File: config.mk
export PLATFORM = sky130hd
export DESIGN_NAME = stereo_peak_meter_minmax_decimator_flat
export DESIGN_NICKNAME = d
export VERILOG_FILES = /design/src/rtl/core/spmmd_pkg.sv /design/src/rtl/core/spmmd_if.sv /design/src/rtl/core/spmmd_chan.sv /design/src/rtl/core/stereo_peak_meter_minmax_decimator.sv /design/src/flat_wrapper.sv
export SDC_FILE = /design/constraint.sdc
export NUM_CORES = 2
export LEC_CHECK = 0
export BUFFER_PORTS_ARGS = -buffer_cell sky130_fd_sc_hd__buf_2
export CAP_MARGIN = 20
export CORE_ASPECT_RATIO = 1.75
export CORE_MARGIN = 2
export CORE_UTILIZATION = 35
export DETAILED_ROUTE_END_ITERATION = 8
export GPL_ROUTABILITY_DRIVEN = 0
export HOLD_SLACK_MARGIN = 0.05
export SETUP_SLACK_MARGIN = 0.5
export SYNTH_ARGS = -nofsm -noshare
export SYNTH_HDL_FRONTEND = slang
export SYNTH_SLANG_ARGS = --single-unit
File: constraint.sdc
create_clock -name clk -period 7.85 [get_ports clk]
set_clock_uncertainty 0.15 [all_clocks]
set_input_delay 1.9625 -clock clk [delete_from_list [all_inputs] [get_ports clk]]
set_output_delay 1.9625 -clock clk [all_outputs]
set_load 0.02 [all_outputs]
File: src/rtl/core/spmmd_pkg.sv
// Shared types, constants and helpers for the stereo peak meter / min-max decimator.
`timescale 1ns / 1ps

package spmmd_pkg;

	localparam int SAMPLE_W     = 24;
	localparam int MAG_W        = SAMPLE_W - 1;
	localparam int CFG_DATA_W   = 16;
	localparam int CFG_IDX_W    = 8;
	localparam int GAIN_W       = 16;
	localparam int COUNT_W      = 16;
	localparam int POINT_SLOT_W = 9;
	localparam int RING_SLOTS   = 512;
	localparam int SLOT_W       = (RING_SLOTS > 1) ? $clog2(RING_SLOTS) : 1;
	localparam int PROD_W       = MAG_W + GAIN_W;

	localparam logic [CFG_DATA_W-1:0] DECIM_RESET = CFG_DATA_W'(256);
	localparam logic [GAIN_W-1:0]     GAIN_RESET  = GAIN_W'(62259);
	localparam logic [MAG_W-1:0]      MAG_MAX     = '1;

	typedef enum logic [CFG_IDX_W-1:0] {
		CFG_DECIMATION = CFG_IDX_W'(0),
		CFG_DECAY_GAIN = CFG_IDX_W'(1)
	} cfg_reg_e;

	typedef struct packed {
		logic signed [SAMPLE_W-1:0] left_sample;
		logic signed [SAMPLE_W-1:0] right_sample;
		logic                       block_end;
	} in_item_t;

	typedef struct packed {
		logic                       point_valid;
		logic [POINT_SLOT_W-1:0]    point_slot;
		logic signed [SAMPLE_W-1:0] min_left;
		logic [MAG_W-1:0]           max_left;
		logic signed [SAMPLE_W-1:0] min_right;
		logic [MAG_W-1:0]           max_right;
		logic                       meter_valid;
		logic [MAG_W-1:0]           level_left;
		logic [MAG_W-1:0]           level_right;
	} out_item_t;

	typedef struct packed {
		logic [CFG_IDX_W-1:0]  index;
		logic [CFG_DATA_W-1:0] value;
	} cfg_item_t;

	// per-sample step control shared by both channels
	typedef struct packed {
		logic adv;
		logic point;
		logic blk_end;
	} chan_ctl_t;

	// |x| with the most negative code saturated
	function automatic logic [MAG_W-1:0] mag_sat(input logic signed [SAMPLE_W-1:0] x);
		logic [SAMPLE_W-1:0] neg;
		neg = -x;
		if (!x[SAMPLE_W-1]) begin
			return x[MAG_W-1:0];
		end else if (neg[SAMPLE_W-1]) begin
			return MAG_MAX;
		end else begin
			return neg[MAG_W-1:0];
		end
	endfunction

endpackage

File: src/rtl/core/spmmd_if.sv
// Valid/ready channel interfaces for samples, results and register writes.
`timescale 1ns / 1ps

interface spmmd_in_if;
	import spmmd_pkg::*;
	logic     valid;
	logic     ready;
	in_item_t data;
	modport source (output valid, output data, input ready);
	modport sink (input valid, input data, output ready);
endinterface

interface spmmd_out_if;
	import spmmd_pkg::*;
	logic      valid;
	logic      ready;
	out_item_t data;
	modport source (output valid, output data, input ready);
	modport sink (input valid, input data, output ready);
endinterface

interface spmmd_cfg_if;
	import spmmd_pkg::*;
	logic      valid;
	logic      ready;
	cfg_item_t data;
	modport source (output valid, output data, input ready);
	modport sink (input valid, input data, output ready);
endinterface

File: src/rtl/core/spmmd_chan.sv
// One audio channel: running min/max, block peak and decaying meter level.
`timescale 1ns / 1ps

module spmmd_chan (
	input  logic                                 clk,
	input  logic                                 arst_n,
	input  spmmd_pkg::chan_ctl_t                 ctl,
	input  logic signed [spmmd_pkg::SAMPLE_W-1:0] sample,
	input  logic [spmmd_pkg::MAG_W-1:0]          mag,
	input  logic [spmmd_pkg::GAIN_W-1:0]         gain,
	output logic signed [spmmd_pkg::SAMPLE_W-1:0] min_nx,
	output logic [spmmd_pkg::MAG_W-1:0]          max_nx,
	output logic [spmmd_pkg::MAG_W-1:0]          level_nx
);
	import spmmd_pkg::*;

	logic signed [SAMPLE_W-1:0] run_min_q;
	logic [MAG_W-1:0]           run_max_q;
	logic [MAG_W-1:0]           peak_q;
	logic [MAG_W-1:0]           meter_q;
	logic [MAG_W-1:0]           peak_nx;
	logic [PROD_W-1:0]          prod;
	logic [MAG_W-1:0]           decayed;

	always_comb begin
		peak_nx = (mag > peak_q) ? mag : peak_q;
		min_nx  = (sample < run_min_q) ? sample : run_min_q;
		max_nx  = (!sample[SAMPLE_W-1] && (sample[MAG_W-1:0] > run_max_q)) ?
			sample[MAG_W-1:0] : run_max_q;
		prod     = PROD_W'(meter_q) * PROD_W'(gain);
		decayed  = prod[PROD_W-1:GAIN_W];
		level_nx = (peak_nx > decayed) ? peak_nx : decayed;
	end

	always_ff @(posedge clk or negedge arst_n) begin
		if (!arst_n) begin
			run_min_q <= '0;
			run_max_q <= '0;
			peak_q    <= '0;
			meter_q   <= '0;
		end else if (ctl.adv) begin
			run_min_q <= ctl.point ? '0 : min_nx;
			run_max_q <= ctl.point ? '0 : max_nx;
			peak_q    <= ctl.blk_end ? '0 : peak_nx;
			if (ctl.blk_end) begin
				meter_q <= level_nx;
			end
		end
	end

	a_point_clears: assert property (@(posedge clk) disable iff (!arst_n)
		ctl.adv && ctl.point |=> run_min_q == '0 && run_max_q == '0)
		else $error("running min/max not cleared after point");

	a_block_clears_peak: assert property (@(posedge clk) disable iff (!arst_n)
		ctl.adv && ctl.blk_end |=> peak_q == '0)
		else $error("block peak not cleared at block end");

	a_meter_holds: assert property (@(posedge clk) disable iff (!arst_n)
		!(ctl.adv && ctl.blk_end) |=> $stable(meter_q))
		else $error("meter level changed without block end");

endmodule

File: src/rtl/core/stereo_peak_meter_minmax_decimator.sv
// Top level: stereo peak meter with min/max waveform decimation.
// A sample transaction is accepted into the input register, and its result is then registered in the output register.
// Throughput: one sample per cycle while the result side takes results; the state
// update (count, min/max, peak compare and one 23x16 multiply per channel) is combinational.
// A sample causing no result never waits on the result side.
// Reset (arst_n low, asynchronous) clears the control and channel state and loads the register defaults.
`timescale 1ns / 1ps

module stereo_peak_meter_minmax_decimator (
	input  logic        clk,
	input  logic        arst_n,
	spmmd_in_if.sink    sample_ch,
	spmmd_out_if.source result_ch,
	spmmd_cfg_if.sink   cfg_ch
);
	import spmmd_pkg::*;

	logic [CFG_DATA_W-1:0] decim_q;
	logic [GAIN_W-1:0]     gain_q;

	logic                       valid_s1;
	logic signed [SAMPLE_W-1:0] left_s1;
	logic signed [SAMPLE_W-1:0] right_s1;
	logic [MAG_W-1:0]           mag_left_s1;
	logic [MAG_W-1:0]           mag_right_s1;
	logic                       blk_end_s1;

	logic [COUNT_W-1:0] chunk_count_q;
	logic [SLOT_W-1:0]  write_slot_q;
	logic [COUNT_W-1:0] cnt_inc;
	logic               point;
	logic               has_res;
	logic               adv;
	chan_ctl_t          ctl;

	logic signed [SAMPLE_W-1:0] min_left_nx;
	logic signed [SAMPLE_W-1:0] min_right_nx;
	logic [MAG_W-1:0]           max_left_nx;
	logic [MAG_W-1:0]           max_right_nx;
	logic [MAG_W-1:0]           level_left_nx;
	logic [MAG_W-1:0]           level_right_nx;

	out_item_t res;
	out_item_t out_q;
	logic      out_valid_q;

	// register writes
	assign cfg_ch.ready = 1'b1;

	always_ff @(posedge clk or negedge arst_n) begin
		if (!arst_n) begin
			decim_q <= DECIM_RESET;
			gain_q  <= GAIN_RESET;
		end else if (cfg_ch.valid) begin
			unique case (cfg_ch.data.index)
				CFG_DECIMATION: decim_q <= cfg_ch.data.value;
				CFG_DECAY_GAIN: gain_q  <= GAIN_W'(cfg_ch.data.value);
				default: ;
			endcase
		end
	end

	// step control
	always_comb begin
		cnt_inc = chunk_count_q + COUNT_W'(1);
		point   = (cnt_inc == '0) || (cnt_inc >= COUNT_W'(decim_q));
		has_res = point || blk_end_s1;
		adv     = valid_s1 && (!has_res || !out_valid_q || result_ch.ready);
		ctl.adv     = adv;
		ctl.point   = point;
		ctl.blk_end = blk_end_s1;
	end

	assign sample_ch.ready = !valid_s1 || adv;

	// input register
	always_ff @(posedge clk or negedge arst_n) begin
		if (!arst_n) begin
			valid_s1 <= 1'b0;
		end else if (sample_ch.ready) begin
			valid_s1 <= sample_ch.valid;
		end
	end

	always_ff @(posedge clk) begin
		if (sample_ch.valid && sample_ch.ready) begin
			left_s1      <= sample_ch.data.left_sample;
			right_s1     <= sample_ch.data.right_sample;
			mag_left_s1  <= mag_sat(sample_ch.data.left_sample);
			mag_right_s1 <= mag_sat(sample_ch.data.right_sample);
			blk_end_s1   <= sample_ch.data.block_end;
		end
	end

	// chunk counter and ring slot
	always_ff @(posedge clk or negedge arst_n) begin
		if (!arst_n) begin
			chunk_count_q <= '0;
			write_slot_q  <= '0;
		end else if (adv) begin
			chunk_count_q <= point ? '0 : cnt_inc;
			if (point) begin
				write_slot_q <= (write_slot_q == SLOT_W'(RING_SLOTS - 1)) ?
					'0 : write_slot_q + SLOT_W'(1);
			end
		end
	end

	spmmd_chan u_chan_left (
		.clk      (clk),
		.arst_n   (arst_n),
		.ctl      (ctl),
		.sample   (left_s1),
		.mag      (mag_left_s1),
		.gain     (gain_q),
		.min_nx   (min_left_nx),
		.max_nx   (max_left_nx),
		.level_nx (level_left_nx)
	);

	spmmd_chan u_chan_right (
		.clk      (clk),
		.arst_n   (arst_n),
		.ctl      (ctl),
		.sample   (right_s1),
		.mag      (mag_right_s1),
		.gain     (gain_q),
		.min_nx   (min_right_nx),
		.max_nx   (max_right_nx),
		.level_nx (level_right_nx)
	);

	// result assembly, unused half zeroed
	always_comb begin
		res             = '0;
		res.point_valid = point;
		res.meter_valid = blk_end_s1;
		if (point) begin
			res.point_slot = POINT_SLOT_W'(write_slot_q);
			res.min_left   = min_left_nx;
			res.max_left   = max_left_nx;
			res.min_right  = min_right_nx;
			res.max_right  = max_right_nx;
		end
		if (blk_end_s1) begin
			res.level_left  = level_left_nx;
			res.level_right = level_right_nx;
		end
	end

	// output register
	always_ff @(posedge clk or negedge arst_n) begin
		if (!arst_n) begin
			out_valid_q <= 1'b0;
		end else if (adv && has_res) begin
			out_valid_q <= 1'b1;
		end else if (result_ch.ready) begin
			out_valid_q <= 1'b0;
		end
	end

	always_ff @(posedge clk) begin
		if (adv && has_res) begin
			out_q <= res;
		end
	end

	assign result_ch.valid = out_valid_q;
	assign result_ch.data  = out_q;

	a_result_has_event: assert property (@(posedge clk) disable iff (!arst_n)
		result_ch.valid |-> (result_ch.data.point_valid || result_ch.data.meter_valid))
		else $error("result transaction carries no event");

	a_point_resets_count: assert property (@(posedge clk) disable iff (!arst_n)
		adv && point |=> chunk_count_q == '0)
		else $error("chunk count not cleared after point");

	a_stall_reason: assert property (@(posedge clk) disable iff (!arst_n)
		!sample_ch.ready |-> (valid_s1 && result_ch.valid && !result_ch.ready))
		else $error("sample side stalled without a blocked result");

endmodule

File: src/flat_wrapper.sv
// flat-port wrapper written by rule: the top's interface ports become plain ports
module stereo_peak_meter_minmax_decimator_flat import spmmd_pkg::*;
  (clk, arst_n, sample_ch_valid, sample_ch_data, sample_ch_ready, result_ch_valid, result_ch_data, result_ch_ready, cfg_ch_valid, cfg_ch_data, cfg_ch_ready);
  spmmd_in_if sample_ch_i ();
  spmmd_out_if result_ch_i ();
  spmmd_cfg_if cfg_ch_i ();
  input  logic clk;
  input  logic arst_n;
  input wire logic [$bits(sample_ch_i.valid)-1:0] sample_ch_valid;
  input wire logic [$bits(sample_ch_i.data)-1:0] sample_ch_data;
  output wire logic [$bits(sample_ch_i.ready)-1:0] sample_ch_ready;
  output wire logic [$bits(result_ch_i.valid)-1:0] result_ch_valid;
  output wire logic [$bits(result_ch_i.data)-1:0] result_ch_data;
  input wire logic [$bits(result_ch_i.ready)-1:0] result_ch_ready;
  input wire logic [$bits(cfg_ch_i.valid)-1:0] cfg_ch_valid;
  input wire logic [$bits(cfg_ch_i.data)-1:0] cfg_ch_data;
  output wire logic [$bits(cfg_ch_i.ready)-1:0] cfg_ch_ready;
  assign sample_ch_i.valid = sample_ch_valid;
  assign sample_ch_i.data = sample_ch_data;
  assign sample_ch_ready = sample_ch_i.ready;
  assign result_ch_valid = result_ch_i.valid;
  assign result_ch_data = result_ch_i.data;
  assign result_ch_i.ready = result_ch_ready;
  assign cfg_ch_i.valid = cfg_ch_valid;
  assign cfg_ch_i.data = cfg_ch_data;
  assign cfg_ch_ready = cfg_ch_i.ready;
  stereo_peak_meter_minmax_decimator u_core (.clk(clk), .arst_n(arst_n), .sample_ch(sample_ch_i), .result_ch(result_ch_i), .cfg_ch(cfg_ch_i));
endmodule
==> metrics.txt <==
number of library cell types mapped by synthesis=87; M3 GR Usage=between 2 and 3%; pwr dens=240 mW/mm2; wire length per cell=20.0 um; final worst slack=-0.675 ns; synthesized area per cell=about 9.6 um2; layout cells sized above 1=23.8%; RSZ-0062 raised after global routing=yes; cts hold-fix bufs=0; vias per cell=5.10; Final Hold Vio Count=0; CP Data Arrival Time=8.78 ns; Mapped Area=0.0494 mm2; critical path fanouts, max=6; clock sink count=491; met2 usage=39.4%; Fmax achieved=between 0.1 and 0.15 GHz; antenna violations before repair=4; total die area=about 0.14 mm2; Area Overhead vs Synth=24.0%; Synthesis Warnings=0; number of buffers created by CTS=52; Rows=182; Die Wd=288 um; # IOs=about 230; number of synthesized flops with an enable pin=246; clock-pin slew on the worst setup and hold paths=approximately 0.07 ns; DRT iter0 DRCs=between 1.5k and 2k; Startpoint Class=flop; largest net degree at the start of global routing=118; DR DRC count=0; Worst setup EP type=flop; Clock Tree Buf Depth=3; period utilization=109%; HP Class=flop to flop; setup slack, reg-to-reg=-0.67 ns; IO Port Bufs=230; violated checks=setup timing; post-route non-filler standard cell count=between 7k and 8k; first-pass GRT wire length=238000 um; critical path class=flop to flop; Synth Instances=5121; outcome=complete, but fails checks; TritonCTS clock tree=done; Async S/R FF share, synth=49.9%; Bufs and invs on worst path=11; htree depth=2; max incr delay on CP=about 0.67 ns; routing usage on met1=approximately 23%; DRT Wirelength=152000 um; Mapped Nets=6202; vias in the first global route=42.1k; Routed Antenna Nets=0; final net count=just under 7k; root buffer cell=clkbuf_16; most common flop cell mapped by yosys=edfxtp_1; Overflow after GRT=0; Power Total=14.7 mW; Tmin final=8.52 ns; Max-slew headroom=around 25%; Setup Total Neg Slack=-46.59 ns; Crit path required time=just over 8 ns; Clk Latency, worst-skew pair=roughly 0.65 ns; DP HPWL=119000 um; Lkg Pwr=between 20 and 30 nW; Slew @ Worst Pin=1.13 ns; Crit-path slowest cell=dfstp_4; Vert. Die Dim=501 um; CP dominant cell by count=buf_6; All-Layer GR Usage=21.3%; initial core utilization=35.2%; Final Util=between 40% and 50%; GR peak layer=met2; drt first pass iters=5; Setup Slack @ Placement=-0.876 ns; critical path's top delay family=adder cells; detailed-route via count=38.9k; placed cell count=about 7.4k; Seq/Total Area, Yosys=27.4%; Setup violations, final=92; VDD IR max=0.238 mV; count of final max-slew check failures=0; cell area after layout=0.0612 mm2; final hold slack=0.325 ns; Yosys reg bits=491; Max Cap Violations=0; Core Region=0.140 mm2; DP Area=approximately 0.056 mm2
[synth_stat cells (6+ instances only)]
cell type  instances  area share, %
a21oi_1          138            1.4
nor3_1            30           0.30
xnor2_1           41           0.73
and2_1           322            4.1
o31ai_1           50           0.76
fa_1             582             24
edfxtp_1         246             15
a211o_1            6           0.11
a2111oi_0         10           0.18
xor2_1            58            1.0
dfrtp_1          234             12
ha_1             421             11
nor4_1            20           0.25
a22oi_1            7           0.11
o21a_1            21           0.32
nand2_1          728            5.5
buf_1              9          0.068
o211ai_1          15           0.23
o21ai_0          175            1.8
mux2_2            60            1.4
a22o_1            94            1.7
buf_2             29           0.29
a31oi_1           15           0.19
o21bai_1           9           0.14
nor2b_1           16           0.20
or3_1             11           0.14
nand4_1           55           0.70
or4_1              7           0.11
nor2_1           202            1.5
inv_1            892            6.8
a21o_1            51           0.78
and3_1            11           0.14
dfstp_2           11           0.59
clkbuf_1         210            1.6
nand3_1           55           0.56
mux2i_1          137            2.8
nand2b_1          12           0.15
a211oi_1          22           0.33
or2_2              6          0.076
[layout by cell type (no fill, tap or decap), drive strengths merged, types with 10 or more instances in the layout]
cell type and n:
inv 901, buf 816, nand2 729, fa 582, ha 421, and2 322, edfxtp 246, dfrtp 234
nor2 204, o21ai 177, a21oi 138, mux2i 137, a22o 94, mux2 61, nand3 59, xor2 58
clkbuf 58, nand4 55, a21o 52, o31ai 50, xnor2 41, nor3 35, a211oi 22, o21a 21
nor4 20, clkinv 18, nor2b 16, o211ai 15, a31oi 15, nand2b 12, and3 11, or3 11
dfstp 11, bufinv 10, a2111oi 10
[worst paths after layout]
| kind | cells after the start | start | endpoint |
|---|---|---|---|
| max | 34 | u_core.gain_q[12] | u_core.result_ch.data[22] |
| min | 2 | u_core.u_chan_left.peak_q[18] | u_core.u_chan_left.peak_q[18] |
| max reg2reg | 34 | u_core.gain_q[12] | u_core.result_ch.data[22] |
| min reg2reg | 2 | u_core.u_chan_left.peak_q[18] | u_core.u_chan_left.peak_q[18] |
| max in group asynchronous | 2 | arst_n | u_core.u_chan_left.meter_q[7] |
| min in group asynchronous | 1 | arst_n | u_core.u_chan_right.run_min_q[16] |
[metal layers]
metal	up-vias	routed length, um
li1	17800	-
met5	-	13
met4	2	9770
met2	1018	80600
met1	19700	55700
met3	432	6180
[tightest hold or removal path: stages (launching register included)]
cell     delay, ns
dfrtp_1       0.34
nand2_1       0.05
nand2_1       0.05
[report_power, final]
part           switching (mW)  total, mW  internal, mW
logic                    4.35       7.95          3.60
clock network            1.23       2.81          1.58
registers               0.610       3.94          3.33
[cell type report]
| type | count | area, um2 |
|---|---|---|
| Antenna cell | 1 | 2.50 |
| Clock buffer | 56 | 1330 |
| Clock inverter | 41 | 559 |
| Fill cell | 13500 | 79000 |
| Inverter | 894 | 3360 |
| Multi-Input combinational cell | 3484 | 33500 |
| Sequential cell | 491 | 13600 |
| Tap cell | 1840 | 2300 |
| Timing Repair Buffer | 818 | 6650 |
[registers in the layout (all words and copies together), names as in the netlist, 9 cells and up]
name                           flops
u_core.chunk_count_q              16
u_core.decim_q                    16
u_core.gain_q                     16
u_core.left_s1                    24
u_core.mag_left_s1                23
u_core.mag_right_s1               23
u_core.result_ch.data            151
u_core.right_s1                   24
u_core.u_chan_left.meter_q        23
u_core.u_chan_left.peak_q         23
u_core.u_chan_left.run_max_q      23
u_core.u_chan_left.run_min_q      24
u_core.u_chan_right.meter_q       23
u_core.u_chan_right.peak_q        23
u_core.u_chan_right.run_max_q     23
u_core.u_chan_right.run_min_q     24
u_core.write_slot_q                9
[timing repair]
action                                 4_1_cts  5_1_grt
cloned                                       3        2
setup endpoints to repair                   92       92
setup buffers                               69       39
pin swaps                                   94      131
gates resized for setup                    321      181
endpoints found under the hold margin        0        0
[kinds of logic after synthesis]
logic type,after synthesis,share of synthesized area [%]
AND/OR/NAND/NOR,1512,14.5
other,1,0.00760
AO/OA/AOI/OAI,671,9.05
XOR/XNOR,99,1.76
buffers and inverters,1146,8.84
multiplexers,198,4.17
adder cells (fa/ha/maj),1003,34.3
flip-flops,491,27.4
Note: power is estimated with default switching activity, not from simulation.
